File: src/rtl/mpa_pkg.sv
// Shared types, constants and the float compare for the max pooling block.
`default_nettype none
package mpa_pkg;
    localparam int DEF_MAX_WIDTH = 1024;
    localparam int DEF_MAX_POOL  = 8;
    localparam int ROW_LIMIT     = 1024;
    localparam int ROW_W         = 10;
    localparam int COL_W         = 12;
    localparam int OHM_W         = 4;
    localparam int DIST_W        = 6;
    localparam logic [31:0] NEG_INF_BITS = 32'hFF80_0000;

    typedef enum logic [2:0] {
        CFG_POOL   = 3'd0,
        CFG_STEP   = 3'd1,
        CFG_HEIGHT = 3'd2,
        CFG_WIDTH  = 3'd3
    } cfg_idx_t;

    // Clamped configuration seen by front and back
    typedef struct packed {
        logic [4:0]       pool;
        logic [3:0]       step;
        logic [10:0]      height;
        logic [COL_W:0]   width;
    } cfg_t;

    // One pixel with its position and its nearest window
    typedef struct packed {
        logic [31:0]      pix;
        logic [ROW_W-1:0] row;
        logic [COL_W-1:0] col;
        logic [3:0]       rem_r;
        logic [3:0]       rem_c;
        logic [ROW_W-1:0] oh_hi;
        logic [OHM_W-1:0] ohm;
        logic [COL_W-1:0] ow_hi;
    } item_t;

    // a > b on IEEE single bit patterns; false if either is NaN
    function automatic logic fgt(input logic [31:0] a, input logic [31:0] b);
        logic a_nan;
        logic b_nan;
        logic res;
        a_nan = (&a[30:23]) && (|a[22:0]);
        b_nan = (&b[30:23]) && (|b[22:0]);
        if (a_nan || b_nan) res = 1'b0;
        else if (a[30:0] == 31'd0 && b[30:0] == 31'd0) res = 1'b0;
        else if (!a[31] && b[31]) res = 1'b1;
        else if (a[31] && !b[31]) res = 1'b0;
        else if (!a[31]) res = a[30:0] > b[30:0];
        else res = a[30:0] < b[30:0];
        return res;
    endfunction
endpackage
`default_nettype wire

File: src/rtl/mpa_fifo.sv
// Two-entry queue of tagged pixels between front and back.
`default_nettype none
module mpa_fifo (
    input  wire logic           clk,
    input  wire logic           rst_n,
    input  wire logic           wr,
    input  wire mpa_pkg::item_t wdata,
    output logic                full,
    input  wire logic           rd,
    output mpa_pkg::item_t      rdata,
    output logic                empty
);
    import mpa_pkg::*;

    item_t      mem_reg [2];
    logic       wp_reg, rp_reg;
    logic [1:0] cnt_reg;

    assign full  = cnt_reg == 2'd2;
    assign empty = cnt_reg == 2'd0;
    assign rdata = mem_reg[rp_reg];

    always_ff @(posedge clk)
    begin
        if (wr)
            mem_reg[wp_reg] <= wdata;
    end

    always_ff @(posedge clk or negedge rst_n)
    begin
        if (!rst_n)
        begin
            wp_reg <= 1'b0; rp_reg <= 1'b0; cnt_reg <= 2'd0;
        end
        else
        begin
            if (wr) wp_reg <= ~wp_reg;
            if (rd) rp_reg <= ~rp_reg;
            cnt_reg <= cnt_reg + {1'b0, wr} - {1'b0, rd};
        end
    end
endmodule
`default_nettype wire

File: config.mk
export PLATFORM = sky130hd
export DESIGN_NAME = mpa_fifo
export DESIGN_NICKNAME = d
export VERILOG_FILES = /design/src/rtl/mpa_pkg.sv /design/src/rtl/mpa_fifo.sv
export SDC_FILE = /design/constraint.sdc
export NUM_CORES = 1
export LEC_CHECK = 0
export BUFFER_PORTS_ARGS = -buffer_cell sky130_fd_sc_hd__buf_2
export CAP_MARGIN = 20
export CORE_MARGIN = 2
export CORE_UTILIZATION = 50
export DETAILED_ROUTE_END_ITERATION = 12
export PLACE_DENSITY = 0.8
export SETUP_SLACK_MARGIN = 0.02
export SLEW_MARGIN = 5
export SYNTH_ARGS = -nofsm -noshare
export SYNTH_HDL_FRONTEND = slang
export SYNTH_SLANG_ARGS = --single-unit
export TNS_END_PERCENT = 10
File: constraint.sdc
create_clock -name clk -period 9.25 [get_ports clk]
set_input_delay 1.3875 -clock clk [delete_from_list [all_inputs] [get_ports clk]]
set_output_delay 1.3875 -clock clk [all_outputs]
set_load 0.01 [all_outputs]
; ---- Yosys cells after proc, flatten, opt, wreduce, memory -nomap -nowiden
; Memory sizes are Yosys's and may differ from the RTL's.
; Cells that the tools add are included.
[word_totals]
regBits = 4
output_inout_bits = 90
mem_bits_rw = 176
input_bits = 92
memories = 1
[classes]
mux = 2
n_reduce_logical = 1
eq_ne = 1
bitwise = 2
addsub = 2
[mem_list]
columns = name, words, width, rd, rd_ports_with_merged_regs, wr, line_no
row1 = mem_reg, 2, 88, 1, 0, 1, mpa_fifo.sv:15  ; item_t mem_reg [2];
[ops]
columns = operator, n
row1 = 2-bit by 1-bit adder with 2-bit output, 1
row2 = 2-bit == test (second input constant), 1
row3 = 2-bit logical NOT, 1
row4 = 1-bit two-way mux, 2
row5 = 1-bit NOT, 2
row6 = 2-bit by 1-bit subtractor with 2-bit output, 1

; ---- Longest topological paths before layout
[depth]
ltp_word = 2
ltp_mapped = 5
ltp_nobuf = 5

; ---- Least setup slack after synthesis
; OpenSTA, ideal clock, no wires.
[synth_timing]
path_type = input to register
startpoint = input port wr
endpoint = memory mem_reg[0][0] (netlist bit) (enable)
cell_stages = 1
setup_time_ns = 0.546
required_time_ns = 8.704
slack_ns = 3.477
n_path_buf = 0
t_arrival_ns = 5.227
path_cell_list = nor2b_1
[synth_via]
elab_chain_len = 2
[synth_rtl]
columns = element, line_no
row1 = from (decl), mpa_fifo.sv:6  ; input wire logic wr,
row2 = 1-bit two-way mux, mpa_fifo.sv:25  ; if (wr)
row3 = 1-bit two-way mux (implied by the code), mpa_fifo.sv:26  ; mem_reg[wp_reg] <= wdata;
row4 = to (decl), mpa_fifo.sv:15
; No other way between the ends.

==> impl_metrics.toml <==
[die]
placementRows = 41
die_y_um = 119
io_pins = 182
coreArea_sq_um = 12700
initial_core_util_pct = 51.7
die-area_sq_um = 14100
fp.dieW_um = 119

[finish]
num-fill-cells = 899
multiInputGateArea_sq_um = 1130
design_area_sq_um = 8280
area.sequential_sq_um = 5390
final_common_cell = "buf_2"
largest_reg_flops = 176
drive_above_1_share_pct = 61.9
antenna_cells = 0
areaGrowthSynthToFinish_pct = 25.8
mostFrequentLayoutCells = "181 x buf_2, 176 x edfxtp_1, 78 x mux2_2"
layout.nets = 577

[synthesis]
netlist_instances = 289
syn_nets = 383
syn_area_sq_um = 6580
yosysTopAreaCell = "edfxtp_1"
synth_top_area_share_pct = 80.3
synth.distinct_cells = 13
ys_warn_count = 0
ys_seq_area_share_pct = 81.9
yosys_register_bits = 180
synthTopCellsByArea = "edfxtp_1 80%, mux2_2 13%, mux2_4 2.3%"
syn-mean-instance-area_sq_um = 22.8

[sta]
period_share_pct = 41.9
slew_headroom_pct = 38.5
clock_skew_ps = 6.13
rsz0062_at_grt = "false"
worstMarginPinSlew_ps = 922
hold_viol_final = 0
fin_crit_ps = 3870
final.setup.tns_ps = 0
finalSetupViolations = 0
hold_slack_ps = 551
slew_viol_final = 0
fmax_mhz = 258

[clock_network]
post-cts-setup-buffers = 0
cts_hold_buf = 0
clk_pin_slew_worst_paths_ps = 70
numClockSinks = 180
cts-htree-levels = 4
numCtsBuffers = 17
clockBufferDepth = 2
clkLatencyLatePin_ps = 420
cts.root.buffer_cell = "clkbuf_16"
cts_resized = 0
cts_tree = "yes"

[worst_setup_path]
crit_cells = 3
critPathLaunchType = "flip-flop"
worstPathArrival_ps = 2480
cp.required_ps = 7860
rrSetupSlack_ps = 7250
reg2reg_from = "wp_reg"
r2r_cells = 2
crit_start = "rp_reg"
path_max_fanout = 47
path_cells = "buf_4 -> mux2_2 -> buf_2"
critPathSlowestCell = "dfrtp_4"
timing_worst_setup_path_type = "reg2out"
path_delay_family = "flip-flops"
max_stage_delay_ps = 840
crit_path_end_kind = "output port"
r2r_end = "mem_reg[1][14]"
path_buf_inv = 2

[drt]
ant_nets = 0
wl_per_cell_um = 16.9
dr.first_iter.drc_count = 188
first_pass_iters = 4
drt-total-wl_um = 11300
drc = 0
num_vias = 3328
avgViaCountPerCell = 4.98

[pwr]
p_seq_share_pct = 46.0
comb_power_share_pct = 26.5
powerDensity_nw_per_um2 = 305
p_clk_share_pct = 27.4
peakVddDrop_mv = 0.188
switching_share_pct = 28.0
p_leak_uw = 0.00317
p_sw_uw = 705
p_int_uw = 1820

[worst_hold_path]
whs_endpoint = "wp_reg"
min_from = "wp_reg"
whs_path_depth = 1
hold_path.class = "reg2reg"

[place]
place.gp.congestion = 0.710
dp_hpwl_um = 7400
place_area_sq_um = 7670
portBuffers = 181

[grt]
first_global_vias = 3609
grt_pass1_wl_um = 17900
grt_usage_pct = 16.9
antenna_found_initial = 0
grt_max_degree = 89
gr-total-overflow = 0

[flow_run]
max_cap_violations = 0

[run_status]
status = "complete, no violations"
## cell usage after synthesis, drive strengths merged
cell type and count:
edfxtp 176, mux2 88, buf 10, dfrtp 4
ha 2, inv 2, nor2b 2, xor2 2
and2 1, nor2 1, xor3 1
## worst reg2reg max path, cell delays in order (launching register included)
cell	delay (ps)
dfrtp_1	430
and2_4	360
buf_4	750
## power by group through the flow
stage	clock network [uW]	logic (uW)	registers, uW
final	692	669	1160
after global routing	737	720	1180
after CTS	708	673	1170
after detailed placement	0	667	1180
after global placement	0	659	1170
after floorplan	0	475	1140
## through the flow
step                cells  setup slack (ps)  util, %  power (uW)
floorplan             289              3480        -        1620
global placement      635              5820     60.3        1830
detailed placement    635              5820     60.3        1850
CTS                   667              5340     64.8        2550
global route          668              5250     65.1        2640
finish                668              5380     65.1        2520
## kinds of logic after synthesis
family        count (synthesis)  share of synthesized area, %
xor+xnor                      3                         0.628
fa+ha+maj                     2                         0.380
buf+inv                      12                          1.16
flops                       180                          81.9
mux                          88                          15.6
simple gates                  4                         0.342
## final cells by class
cell class | count | share of cell area (%)
flip-flops and latches | 180 | 65.1
clock inverters | 15 | 1.89
repair buffers | 185 | 11.5
well taps | 172 | 2.60
clock buffers | 17 | 5.14
multi-input cells | 97 | 13.6
inverters | 2 | 0.0907
## metal layers
layer | vias up | routed length, um | global-route usage [%]
met1 | 1640 | 4340 | 19.1
met3 | 20 | 832 | 6.56
met5 | - | 0 | 0
li1 | 1536 | - | -
met2 | 132 | 5870 | 28.6
met4 | 0 | 267 | 7.29
## how the worst max path moves through the flow
| stage | end |
|---|---|
| 5_1_grt | rdata[48] |
| 3_3_place_gp | rdata[33] |
| 4_1_cts | rdata[48] |
| 2_1_floorplan | mem_reg[0][0] |
| 6_report | rdata[48] |
| 3_5_place_dp | rdata[48] |
Note: power is estimated with default switching activity, not from simulation.
