## src/rtl/mpa_pkg.sv

```systemverilog
// Shared types, constants and the float compare for the max pooling block.
`default_nettype none
package mpa_pkg;
    localparam int DEF_MAX_WIDTH = 1024;
    localparam int DEF_MAX_POOL  = 8;
    localparam int ROW_LIMIT     = 1024;
    localparam int ROW_W         = 10;
    localparam int COL_W         = 12;
    localparam int OHM_W         = 4;
    localparam int DIST_W        = 6;
    localparam logic [31:0] NEG_INF_BITS = 32'hFF80_0000;

    typedef enum logic [2:0] {
        CFG_POOL   = 3'd0,
        CFG_STEP   = 3'd1,
        CFG_HEIGHT = 3'd2,
        CFG_WIDTH  = 3'd3
    } cfg_idx_t;

    // Clamped configuration seen by front and back
    typedef struct packed {
        logic [4:0]       pool;
        logic [3:0]       step;
        logic [10:0]      height;
        logic [COL_W:0]   width;
    } cfg_t;

    // One pixel with its position and its nearest window
    typedef struct packed {
        logic [31:0]      pix;
        logic [ROW_W-1:0] row;
        logic [COL_W-1:0] col;
        logic [3:0]       rem_r;
        logic [3:0]       rem_c;
        logic [ROW_W-1:0] oh_hi;
        logic [OHM_W-1:0] ohm;
        logic [COL_W-1:0] ow_hi;
    } item_t;

    // a > b on IEEE single bit patterns; false if either is NaN
    function automatic logic fgt(input logic [31:0] a, input logic [31:0] b);
        logic a_nan;
        logic b_nan;
        logic res;
        a_nan = (&a[30:23]) && (|a[22:0]);
        b_nan = (&b[30:23]) && (|b[22:0]);
        if (a_nan || b_nan) res = 1'b0;
        else if (a[30:0] == 31'd0 && b[30:0] == 31'd0) res = 1'b0;
        else if (!a[31] && b[31]) res = 1'b1;
        else if (a[31] && !b[31]) res = 1'b0;
        else if (!a[31]) res = a[30:0] > b[30:0];
        else res = a[30:0] < b[30:0];
        return res;
    endfunction
endpackage
`default_nettype wire

```

## src/rtl/mpa_front.sv

```systemverilog
// Front part: position counters that tag every accepted pixel.
`default_nettype none
module mpa_front #(
    parameter int MAX_POOL = mpa_pkg::DEF_MAX_POOL
) (
    input  wire logic          clk,
    input  wire logic          rst_n,
    input  wire mpa_pkg::cfg_t cfg,
    input  wire logic          restart,
    input  wire logic          accept,
    input  wire logic [31:0]   pix,
    output mpa_pkg::item_t     item
);
    import mpa_pkg::*;

    logic [ROW_W-1:0] row_reg, oh_reg;
    logic [COL_W-1:0] col_reg, ow_reg;
    logic [3:0]       remr_reg, remc_reg;
    logic [OHM_W-1:0] ohm_reg;

    logic col_end, row_end, remc_end, remr_end;

    assign col_end  = ({1'b0, col_reg} + 1'b1) == cfg.width;
    assign row_end  = ({1'b0, row_reg} + 1'b1) == cfg.height;
    assign remc_end = (remc_reg + 1'b1) == cfg.step;
    assign remr_end = (remr_reg + 1'b1) == cfg.step;

    always_comb
    begin
        item.pix   = pix;
        item.row   = row_reg;
        item.col   = col_reg;
        item.rem_r = remr_reg;
        item.rem_c = remc_reg;
        item.oh_hi = oh_reg;
        item.ohm   = ohm_reg;
        item.ow_hi = ow_reg;
    end

    // raster counters with running quotient and remainder by the step
    always_ff @(posedge clk or negedge rst_n)
    begin
        if (!rst_n)
        begin
            row_reg <= '0; col_reg <= '0; remr_reg <= '0; remc_reg <= '0;
            oh_reg <= '0; ow_reg <= '0; ohm_reg <= '0;
        end
        else if (restart)
        begin
            row_reg <= '0; col_reg <= '0; remr_reg <= '0; remc_reg <= '0;
            oh_reg <= '0; ow_reg <= '0; ohm_reg <= '0;
        end
        else if (accept)
        begin
            if (!col_end)
            begin
                col_reg <= col_reg + 1'b1;
                if (remc_end)
                begin
                    remc_reg <= '0;
                    ow_reg   <= ow_reg + 1'b1;
                end
                else
                    remc_reg <= remc_reg + 1'b1;
            end
            else
            begin
                col_reg <= '0; remc_reg <= '0; ow_reg <= '0;
                if (row_end)
                begin
                    row_reg <= '0; remr_reg <= '0; oh_reg <= '0; ohm_reg <= '0;
                end
                else
                begin
                    row_reg <= row_reg + 1'b1;
                    if (remr_end)
                    begin
                        remr_reg <= '0;
                        oh_reg   <= oh_reg + 1'b1;
                        ohm_reg  <= (ohm_reg == OHM_W'(MAX_POOL - 1)) ? '0 : ohm_reg + 1'b1;
                    end
                    else
                        remr_reg <= remr_reg + 1'b1;
                end
            end
        end
    end
endmodule
`default_nettype wire

```

## config.mk

```make
export PLATFORM = sky130hd
export DESIGN_NAME = mpa_front
export DESIGN_NICKNAME = d
export VERILOG_FILES = /design/src/rtl/mpa_pkg.sv /design/src/rtl/mpa_front.sv
export SDC_FILE = /design/constraint.sdc
export NUM_CORES = 1
export LEC_CHECK = 0
export BUFFER_PORTS_ARGS = -buffer_cell sky130_fd_sc_hd__buf_2
export CAP_MARGIN = 20
export CORE_MARGIN = 5
export CORE_UTILIZATION = 40
export CTS_BUF_LIST = sky130_fd_sc_hd__clkbuf_8 sky130_fd_sc_hd__clkbuf_16
export CTS_CLUSTER_DIAMETER = 50
export DETAILED_ROUTE_END_ITERATION = 10
export GPL_ROUTABILITY_DRIVEN = 1
export GPL_TIMING_DRIVEN = 0
export HOLD_SLACK_MARGIN = 0.02
export PLACE_DENSITY = 0.67
export SLEW_MARGIN = 20
export SYNTH_ARGS = -nofsm -noshare
export SYNTH_HDL_FRONTEND = slang
export SYNTH_SLANG_ARGS = --single-unit
```

## constraint.sdc

```tcl
create_clock -name clk -period 7.25 [get_ports clk]
set_input_delay 0.725 -clock clk [delete_from_list [all_inputs] [get_ports clk]]
set_output_delay 0.725 -clock clk [all_outputs]
set_load 0.02 [all_outputs]
```

Word level (Yosys, flattened, before mapping)
Cells that the tools add are included.
{ "totals": {"out_inout_bits": 88, "regBits": 56, "inputBits": 69, "elab_cells": 59} }
{ "op_classes": {"n_addsub": 9, "n_reduce_logical": 7, "n_eq_ne": 5, "muxes": 31} }
{ "op_table": {"columns": ["op", "count"], "rows": [
  ["$mux W10", 9],
  ["$mux W12", 7],
  ["$mux W4", 15],
  ["$add A12 B1 Y12 const B", 2],
  ["$add A10 B1 Y10 const B", 2],
  ["$add A12 B1 Y13 const B", 1],
  ["$eq A13 B13 Y1", 1],
  ["$add A4 B1 Y4 const B", 3],
  ["$add A10 B1 Y11 const B", 1],
  ["$eq A11 B11 Y1", 1],
  ["$eq A4 B4 Y1", 2],
  ["$reduce_bool A3 Y1", 2],
  ["$eq A4 B3 Y1 const B", 1],
  ["$reduce_and A2 Y1", 2],
  ["$reduce_bool A2 Y1", 2],
  ["$reduce_and A3 Y1", 1]
]} }

Logic depth before layout (Yosys ltp)
{ "depth": {"depth_word": 7, "ltp_mapped": 10, "mapped_depth_nobuf": 8} }

Least setup slack after synthesis
No wires, ideal clock.
{ "synth_path": {"kind": "reg2reg", "startpoint": "reg col_reg[0]", "endpoint": "reg ohm_reg[2]", "required_ns": 7.146, "path_stages_with_launch": 11, "synth_period_minus_slack_ns": 2.738, "path_buffers": 2, "arrival_time_ns": 2.634, "setup_slack_ns": 4.512, "setup_time_ns": 0.104, "path_cell_list": "dfrtp_1 ha_1 nand3_1 or3_1 a211oi_1 nor4b_2 and4_1 buf_6 nand2_8 buf_6 o41ai_2"} }
{ "synth_via": {"elab_chain_cells": 4} }
{ "synth_rtl": {"columns": ["item", "line_no", "source"], "rows": [
  ["start, declared", "mpa_front.sv:17", "logic [COL_W-1:0] col_reg, ow_reg;"],
  ["start signal, assigned", "mpa_front.sv:57", "col_reg <= col_reg + 1'b1;"],
  ["$add A12 B1 Y13", "mpa_front.sv:23", "assign col_end = ({1'b0, col_reg} + 1'b1) == cfg.width;"],
  ["$eq A13 B13 Y1", "mpa_front.sv:23", null],
  ["$reduce_bool A2 Y1 (no source line)", null, null],
  ["$reduce_and A3 Y1 (no source line)", null, null],
  ["end signal, assigned", "mpa_front.sv:80", "ohm_reg <= (ohm_reg == OHM_W'(MAX_POOL - 1)) ? '0 : ohm_reg + 1'b1;"],
  ["end, declared", "mpa_front.sv:19", "logic [OHM_W-1:0] ohm_reg;"]
]} }
Every way passes these cells.
A chain may end at the register's enable or synchronous reset.

Worst setup path after layout
{ "layout_path": {"startpoint": "reg col_reg[0]", "endpoint": "reg row_reg[2]"} }
{ "layout_via": {"elab_chain_cells": 4} }
{ "layout_rtl": {"columns": ["item", "line_no", "source"], "rows": [
  ["$add A12 B1 Y13", "mpa_front.sv:23", null],
  ["$eq A13 B13 Y1", "mpa_front.sv:23", null],
  ["$reduce_bool A2 Y1 (no source line)", null, null],
  ["$reduce_and A2 Y1 (no source line)", null, null],
  ["end signal, assigned", "mpa_front.sv:75", "row_reg <= row_reg + 1'b1;"],
  ["end, declared", "mpa_front.sv:16", "logic [ROW_W-1:0] row_reg, oh_reg;"]
]} }
Every way passes these cells.

==> results.txt <==
The number of buffers inserted to repair setup after CTS came out at 0. The critical path is of the reg2reg type. The DRC violation count after routing is 0. The largest vdd supply drop came out at 0.0694 mV.

After detailed routing, the total wire length is 13,400 um. The number of distinct library cell variants in the gate-level netlist after synthesis came out at 62. In this run the vertical extent of the chip is 115 um. The period utilization came out at 44.3%.

Data arrives at the worst endpoint at 3.41 ns. The achievable frequency is 311 MHz. The total number of clock tree sinks came out at 56. The aggregate global-route resource usage is 20.0%.

The logic depth of the worst path, buffers included came out at 9. Entering global routing, the biggest net connects 57 pins. The area enclosed by the die boundary came out at 13,200 um2. The routed length per placed instance is 17.0 um.

By area the synthesized netlist is led by dfrtp_1, buf_4, nand3_1, xnor2_1, nand2_1. During I/O placement, the number of pins put on the boundary was 157. The number of instances in the synthesized netlist came out at 521. The power density over the cells is 126 nW/um2. The data required time of the critical path is 7.44 ns. The number of hold violations in the final report is 0.

The total number of vias is 4,508. The area of the multi-input gates came out at 2550 um2. The die outline width is 115 um. The depth of the worst register-to-register path is 9. The part of the Yosys area used for sequential elements came out at 31.9%. The cell count after placement is 779. In this run the critical register-to-register path is launched from col_reg[0]. The area added between synthesis and finish is 20.1%. In this run the core area contains 38 standard-cell rows. Summing every instance area after synthesis gives 4390 um2. The tightest min-delay check is of the in2async type. The clock latency on the worst-skew pair is 0.33 ns. The initial standard-cell utilization of the core is 40.7%.

On the critical path, the stage with the largest delay is an instance of dfrtp_1. Power comes to 0.000664 W. The end of the worst register-to-register path is row_reg[2]. The wire-length estimate of the detail-placed layout is 9990 um.

STA classifies the critical path endpoint as a flip-flop. The proportion of layout cells with a drive suffix above 1 is 29.4%. The minimum period implied by the final worst setup slack came out at 3.21 ns. The via count of the first global-routing pass is 4,482. The net switching power of the design came out at 0.000195 W. The total grt overflow is 0. The launch point of the critical path is col_reg[0].

The setup clock skew after layout came out at 0.0236 ns. The final RePlAce weighted congestion came out at 0.898. The number of buffers created by CTS is 5.

The headroom to the max-slew limit came out at 41.1%. In this run the clock root is driven by a clkbuf_8. The worst path buffer plus inverter count came out at 1. TritonCTS built the clock tree. In this run, synthesis produced a sequential element count of 56. The count of hold-fix buffers inserted at cts came out at 0.

Summed over all instances, the cell type with the most area after synthesis is dfrtp_1. The synthesized area divided by synthesized cell count came out at 8.43 um2. The part of the power in the clock network came out at 32.2%. In this run, the combinational gates consume 18.9% of the power. The number of enable flip-flop cells after synthesis came out at 0. The number of maximum-capacitance constraint violations came out at 0. The number of port buffers is 118. The fraction of post-synthesis cell area in the top cell type by area is 31.9%. The count of routing violations after the opening detailed-route iteration came out at 314. Counting instances in the post-synthesis netlist gives the leading cell types as dfrtp_1, nand2_1, nand3_1. The detail route stage leaves a number of antenna-violating nets equal to 0. The number of warnings reported in the yosys synthesis log came out at 0. The total nets after synthesis came out at 597.

The number of pins with negative max-slew slack in the final report is 0. The most common cell in the synthesized netlist is dfrtp_1. The capturing element of the worst setup path is row_reg[2].

The final setup violation count is 0. The critical path's top delay family is simple AND/OR/NAND/NOR gates. The maximum fanout encountered on the critical timing path came out at 10. The share of total power consumed by net switching came out at 29.3%. For this run, the detailed router's first-pass iteration total came to 5. The core region area came out at 10,800 um2.

The sequential cell area came out at 1400 um2. The repair_antennas step left the layout with diodes totalling 0. Sequential cells account for 48.9% of the total power.

The via count normalized by instance count is 5.73. The worst setup path is launched from a flip-flop. Traced cell by cell, the critical path runs through ha_1 > nand3_1 > or3_1 > a211oi_1 > nor4b_2 > nand4_2 > buf_2 > a32oi_1 > o41ai_1. The maximum single-stage delay on the critical path came out at 0.48 ns. The leakage power of the design is 2.37 nW. The post-synthesis async set-or-reset flop share is 100%. Clock-pin slew was measured on the worst setup and hold paths at 0.12 ns. The measured slew at the worst slew-check pin came out at 0.877 ns.

The internal portion of the total power is 0.000469 W. The maximum count of clock buffers along a single path is 2. The first global-routing pass estimated 21,800 um of wire. Setup repair after global routing left no endpoint under its margin.

The number of antenna violations at the first check in global routing came out at 0. The final net count is 722. The number of gates resized after CTS was 0.

In the synthesized netlist the dominant register cell turns out to be dfrtp_1. The non-filler instance count after layout came out at 787. The accumulated negative setup slack came out at 0 ns. The filler cells instantiated in the layout total 1,074. The H-tree level count came out at 2. The flow ran to the end, and the final reports show no timing, DRC or antenna violations. The worst-case register-to-register setup slack is 4.04 ns.
## final cells by class
class / count / area share (%)
Tap cell: 140 / 3.32
Clock buffer: 5 / 1.30
Sequential cell: 56 / 26.6
Buffer: 68 / 7.81
Inverter: 10 / 0.712
Multi-Input combinational cell: 387 / 48.3
Clock inverter: 3 / 0.735
Timing Repair Buffer: 118 / 11.2
## per-layer routing
| metal | wire length (um) | share of wire, % | global-route usage, % |
|---|---|---|---|
| met5 | 0 | 0 | 0 |
| met4 | 208 | 1.6 | 6.42 |
| met3 | 924 | 6.9 | 2.84 |
| met2 | 6480 | 48 | 33.8 |
| met1 | 5760 | 43 | 26.5 |
## cell usage in the layout (no fill, tap or decap), types with 4 or more instances in the layout
| cell type | synthesis | layout |
|---|---|---|
| nor2_1 | 29 | 29 |
| buf_4 | 34 | 35 |
| ha_1 | 7 | 7 |
| o41ai_1 | 5 | 5 |
| nor2b_1 | 6 | 6 |
| o41ai_2 | 4 | 4 |
| clkbuf_1 | 26 | 26 |
| nand3b_1 | 5 | 5 |
| nor3b_1 | 7 | 7 |
| a32oi_1 | 10 | 10 |
| o221ai_2 | 4 | 4 |
| and3_1 | 17 | 17 |
| dfrtp_1 | 56 | 56 |
| a31oi_1 | 8 | 8 |
| a21oi_1 | 32 | 32 |
| nand4_1 | 16 | 16 |
| clkbuf_8 | 0 | 5 |
| a2bb2oi_1 | 4 | 4 |
| xnor2_1 | 23 | 23 |
| nor3_1 | 5 | 5 |
| nand2b_1 | 8 | 8 |
| o21ai_0 | 23 | 23 |
| inv_1 | 9 | 10 |
| nand2_1 | 47 | 47 |
| and4_1 | 5 | 5 |
| o311ai_0 | 4 | 4 |
| nand3_1 | 41 | 41 |
| buf_2 | 4 | 121 |
| xor2_1 | 15 | 15 |
| or3_1 | 11 | 11 |
## power groups by stage
| stage | Combinational [W] | Clock [W] | Sequential, W |
|---|---|---|---|
| 2_1_floorplan | 0.0000746 | 0 | 0.000335 |
| 3_3_place_gp | 0.000123 | 0 | 0.000330 |
| 3_5_place_dp | 0.000126 | 0 | 0.000330 |
| 4_1_cts | 0.000126 | 0.000217 | 0.000324 |
| 5_1_grt | 0.000138 | 0.000228 | 0.000325 |
| 6_report | 0.000125 | 0.000214 | 0.000324 |
## kinds of logic after synthesis
family | after synthesis | share of synthesized area [%]
XOR/XNOR | 38 | 7.58
buffers and inverters | 78 | 10.2
flip-flops | 56 | 31.9
AND/OR/NAND/NOR | 219 | 27.7
adder cells (fa/ha/maj) | 7 | 1.99
multiplexers | 5 | 1.20
AO/OA/AOI/OAI | 118 | 19.3
## worst min-delay path by stage
stage	startpoint	endpoint	slack (ns)
2_1_floorplan	rst_n	col_reg[0]	0.43
3_3_place_gp	oh_reg[9]	oh_reg[9]	0.50
3_5_place_dp	oh_reg[9]	oh_reg[9]	0.51
4_1_cts	rst_n	col_reg[10]	0.48
5_1_grt	rst_n	remc_reg[2]	0.51
6_report	rst_n	remc_reg[1]	0.45
## through the flow
| step | util (%) | worst slack, ns | hold WS [ns] | instance area, um2 |
|---|---|---|---|---|
| after floorplan | - | 4.51 | 0.429 | 4390 |
| after global placement | 47.8 | 3.89 | 0.500 | 5160 |
| after detailed placement | 47.9 | 4.04 | 0.511 | 5170 |
| after CTS | 48.9 | 4.04 | 0.482 | 5270 |
| after global routing | 48.9 | 3.70 | 0.513 | 5270 |
| final | 48.9 | 4.04 | 0.454 | 5270 |
Note: power is estimated with default switching activity, not from simulation.
